### src/rtl/psa_pkg.sv
package psa_pkg;

   localparam int ARCH_DEPTH = 32;
   localparam int FRAC_BITS  = 16;

   localparam int SCORE_W  = FRAC_BITS + 1;
   localparam int IDX_W    = $clog2(ARCH_DEPTH);
   localparam int CNT_W    = $clog2(ARCH_DEPTH + 1);
   localparam int STATUS_W = 3;

   localparam int REQ_DATA_BITS = 3 * SCORE_W;
   localparam int REQ_DATA_W    = ((REQ_DATA_BITS + 7) / 8) * 8;
   localparam int RSP_DATA_BITS = IDX_W + CNT_W + 6 * SCORE_W;
   localparam int RSP_DATA_W    = ((RSP_DATA_BITS + 7) / 8) * 8;

   typedef logic [SCORE_W-1:0]  score_type;
   typedef logic [IDX_W-1:0]    idx_type;
   typedef logic [CNT_W-1:0]    cnt_type;
   typedef logic [STATUS_W-1:0] status_type;

   localparam score_type SCORE_ONE = score_type'(1) << FRAC_BITS;

   localparam status_type STAT_ADDED       = 3'd0;
   localparam status_type STAT_DUPLICATE   = 3'd1;
   localparam status_type STAT_FULL        = 3'd2;
   localparam status_type STAT_FRONT_INDEX = 3'd3;
   localparam status_type STAT_FRONT_EMPTY = 3'd4;

   localparam logic KIND_INSERT = 1'b0;
   localparam logic KIND_FRONT  = 1'b1;

   typedef struct packed {
      score_type cov;
      score_type fea;
      score_type var_s;
   } triple_type;

   // item traveling down the row of cells
   typedef struct packed {
      logic       valid;
      logic       is_query;
      logic       live;
      logic       is_end;
      idx_type    idx;
      triple_type triple;
      logic       hit;
      idx_type    hit_idx;
   } probe_type;

   typedef struct packed {
      logic       en;
      idx_type    addr;
      triple_type triple;
   } wr_type;

   typedef enum logic [1:0] {
      ST_IDLE,
      ST_LAUNCH,
      ST_DRAIN,
      ST_FLUSH
   } state_type;

   function automatic score_type sat_score(input score_type v);
      return (v > SCORE_ONE) ? SCORE_ONE : v;
   endfunction

   // j dominates i
   function automatic logic dominates(input triple_type j, input triple_type i);
      return (i.cov <= j.cov) && (i.fea <= j.fea) && (i.var_s >= j.var_s);
   endfunction

endpackage

### src/rtl/psa_cell.sv
module psa_cell (
   input  logic                   clock,
   input  logic                   reset,
   input  logic                   adv,
   input  psa_pkg::idx_type       cell_idx,
   input  psa_pkg::cnt_type       count,
   input  psa_pkg::wr_type        wr,
   input  psa_pkg::probe_type     probe_in,
   output psa_pkg::probe_type     probe_out,
   output psa_pkg::triple_type    entry
);

   psa_pkg::triple_type entry_ff;
   psa_pkg::probe_type  probe_ff;
   psa_pkg::probe_type  probe_in_c;
   logic                in_use;

   assign in_use = psa_pkg::CNT_W'(cell_idx) < count;

   always_comb begin
      probe_in_c = probe_in;
      if (probe_in.valid && in_use) begin
         if (!probe_in.is_query) begin
            if (!probe_in.hit && (entry_ff == probe_in.triple)) begin
               probe_in_c.hit     = 1'b1;
               probe_in_c.hit_idx = cell_idx;
            end
         end else begin
            if ((probe_in.idx != cell_idx) && psa_pkg::dominates(entry_ff, probe_in.triple)) begin
               probe_in_c.hit = 1'b1;
            end
         end
      end
   end

   always_ff @(posedge clock) begin
      if (reset) begin
         probe_ff <= '0;
      end else if (adv) begin
         probe_ff <= probe_in_c;
      end
   end

   always_ff @(posedge clock) begin
      if (wr.en && (wr.addr == cell_idx)) begin
         entry_ff <= wr.triple;
      end
   end

   assign probe_out = probe_ff;
   assign entry     = entry_ff;

endmodule

### config.mk
export PLATFORM = sky130hd
export DESIGN_NAME = psa_cell
export DESIGN_NICKNAME = d
export VERILOG_FILES = /design/src/rtl/psa_pkg.sv /design/src/rtl/psa_cell.sv
export SDC_FILE = /design/constraint.sdc
export NUM_CORES = 1
export LEC_CHECK = 0
export BUFFER_PORTS_ARGS = -buffer_cell sky130_fd_sc_hd__buf_2
export CAP_MARGIN = 20
export CORE_MARGIN = 1.5
export CORE_UTILIZATION = 51
export CTS_CLUSTER_DIAMETER = 80
export DETAILED_ROUTE_END_ITERATION = 12
export MAX_ROUTING_LAYER = met4
export PLACE_DENSITY = 0.95
export SETUP_SLACK_MARGIN = 0.1
export SLEW_MARGIN = 30
export SYNTH_ARGS = -nofsm -noshare
export SYNTH_HDL_FRONTEND = slang
export SYNTH_SLANG_ARGS = --single-unit
### constraint.sdc
create_clock -name clock -period 4 [get_ports clock]
set_clock_uncertainty 0.05 [all_clocks]
set_input_delay 0.4 -clock clock [delete_from_list [all_inputs] [get_ports clock]]
set_output_delay 0.4 -clock clock [all_outputs]
set_load 0.05 [all_outputs]
==> results.tsv <==
metric	value	unit
status	completed	
clkTransAtPathRegs	0.06	ns
pwr-share-seq	39.8	%
final_hold_viol_count	0	
synth_warnings	0	
leakage	0.003995	uW
drt-initial-drc-count	246	
synth_edf_count	51	
dp_hpwl	11470	um
ys_seq_elements	117	
synth_nets	690	
grt_max_degree	46	
cts_tree	done	
critical_path_class	flop to flop	
grt_util_all_layers	29.63	%
cts-resized-gates	0	
drc_errors	0	
numClockSinks	117	
vdd_drop_max	310.3	uV
p_switching	979.9	uW
fin_nets	984	
antenna_cells	0	
drive_gt1_share	37.52	%
critPathLaunchType	flop	
dp.cells	875	
ys.flop_type	dfxtp_1	
clock_tree.root_cell	clkbuf_8	
powerDensity	425.5	nW/um^2
synth.most_common_cell	nor2_1	
critPathRequiredTime	4.38	ns
hold_start	wr[16]	
yosysTopAreaCellShare	27.71	%
grt_overflow_total	0	
clock_power_share	43.7	%
comb_power_share	16.5	%
max_freq	401.3	MHz
avgSynthCellArea	11.10	sq um
setup_violations	0	
ant_nets	0	
io_buffers	253	
syn_area	5527	sq um
cts_max_level	4	
hold_path_class	input port to flop	
p_int	2348	uW
antenna_found_initial	0	
synthArstFlopShare	0	%
dp_slack	1.457	ns
syn_inst	498	
routed_via_density	5.223	
yosysSeqAreaShare	51.62	%
cp.arrival	2.87	ns
cts_hold_buf	27	
rr_endpoint	probe_out[2]$_SDFFE_PP0P_	
period_needed	2.492	ns
min_period_over_period	62.31	%
top_usage_layer	met2	
slew_viol_final	0	
coreArea	10420	sq um
rsz0062_at_grt	false	
cp_max_fo	10	
netlist_top_cells_area	edfxtp_1 28%, dfxtp_1 24%, ha_1 12%	
swShare	29.45	%
cp-end-kind	flop	
drt_pass1_iterations	4	
clkLatencyLatePin	0.52	ns
worst_pin_slew	0.7359	ns
cts_setup_buffers	0	
wl_per_cell	17.73	um
dieWidth	107.1	um
relSlewSlack	50.94	%
grt_first_pass_wirelength	25010	um
die_h	107.1	um
tns	0	ns
grtUsageMet3	5.714	%
via_count	4915	
ctsLongestPathBuffers	2	
io_pins	254	
worstHoldPathCells	1	
yosysTopAreaCell	edfxtp_1	
timing.rr.start	entry[25]$_DFFE_PP_	
use_met2	53.00	%
r2r_cells	8	
area_delta_synth_final	41.50	%
synth_cell_type_count	46	
first_global_vias	5089	
synth_common_cells	76 x nor2_1, 66 x dfxtp_1, 61 x inv_1	
cts_made_buffers	17	
holdWs	0.01699	ns
hold_end	entry[16]$_DFFE_PP_	
fin_ws	1.508	ns
die_area	11470	sq um
start_util	53.06	%
rows	37	
reg2reg_slack	1.51	ns
wirelength	16680	um
stdcell_count	941	
place.gp.congestion	0.8940	
gr-usage-met1	31.85	%
maxCapViolCount	0	
## critical path, stage by stage (launching register included)
cell and delay (ns):
edfxtp_1 0.39, inv_1 0.06, ha_1 0.30, nand4_1 0.18
nor3_2 0.35, nand4_1 0.24, nor4_4 0.45, nor3b_1 0.12
nor4_2 0.26
## cells by family after synthesis
kind of cell,Yosys count,synth area share [%]
simple gates,136,12.57
flops,117,51.62
buf+inv,78,5.864
mux,60,10.87
fa+ha+maj,55,12.45
compound gates,42,5.049
xor+xnor,10,1.585
## layout make-up
cell class              instances  area, sq um
clock buffers                  18        427.9
clock inverters                14        142.6
fillers                       659         2596
inverters                      62        232.7
multi-input cells             303         2355
flip-flops and latches        117         2853
well taps                     136        170.2
repair buffers                291         1639
## layout by cell type, fill, tap and decap left out, types with 2 or more instances in the layout
| master | n |
|---|---|
| a211o_1 | 2 |
| a211oi_1 | 5 |
| a21o_1 | 2 |
| a21oi_1 | 15 |
| and3b_1 | 5 |
| buf_2 | 252 |
| buf_4 | 5 |
| clkbuf_16 | 16 |
| clkbuf_8 | 2 |
| clkinv_4 | 3 |
| clkinvlp_4 | 3 |
| dfxtp_1 | 66 |
| dlygate4sd3_1 | 34 |
| edfxtp_1 | 51 |
| ha_1 | 55 |
| inv_1 | 61 |
| inv_6 | 6 |
| mux2i_1 | 60 |
| nand2_1 | 13 |
| nand3_1 | 4 |
| nand4_1 | 10 |
| nor2_1 | 76 |
| nor2b_1 | 2 |
| nor3_1 | 6 |
| nor3_2 | 2 |
| nor3b_1 | 5 |
| nor4_1 | 2 |
| nor4_2 | 5 |
| o21ai_0 | 6 |
| xnor2_1 | 3 |
| xor2_1 | 7 |
## how the worst max path moves through the flow
stage                           endpoint           startpoint  slack [ns]
6_report       probe_out[2]$_SDFFE_PP0P_  entry[25]$_DFFE_PP_        1.51
5_1_grt        probe_out[3]$_SDFFE_PP0P_  entry[25]$_DFFE_PP_        1.28
4_1_cts        probe_out[0]$_SDFFE_PP0P_  entry[23]$_DFFE_PP_        1.54
3_5_place_dp   probe_out[4]$_SDFFE_PP0P_         probe_in[29]        1.46
3_3_place_gp   probe_out[5]$_SDFFE_PP0P_         probe_in[56]        1.49
2_1_floorplan         entry[0]$_DFFE_PP_          cell_idx[1]        1.47
## sequential cells by signal (all words and copies together) (netlist names)
signal,count
entry,51
probe_out,66
## power groups by stage
stage | Combinational (uW) | Clock (uW) | Sequential (uW)
2_1_floorplan | 166 | 0 | 1520
3_3_place_gp | 498 | 0 | 1350
3_5_place_dp | 511 | 0 | 1350
4_1_cts | 536 | 1460 | 1320
5_1_grt | 585 | 1520 | 1330
6_report | 549 | 1450 | 1320
## metrics by stage
| stage | util [%] | total power (uW) | cell area [sq um] |
|---|---|---|---|
| global placement | 66.29 | 1844 | 6905 |
| global route | 75.08 | 3432 | 7820 |
| CTS | 74.37 | 3320 | 7746 |
| floorplan | - | 1687 | 5527 |
| finish | 75.08 | 3328 | 7820 |
| detailed placement | 66.29 | 1860 | 6905 |
## per-layer routing
layer	wire, um	share of wire, %
met1	6338	38
met2	8880	53
met3	1010	6.1
met4	450	2.7
met5	0	0
Power figures use the tool's default switching activity.
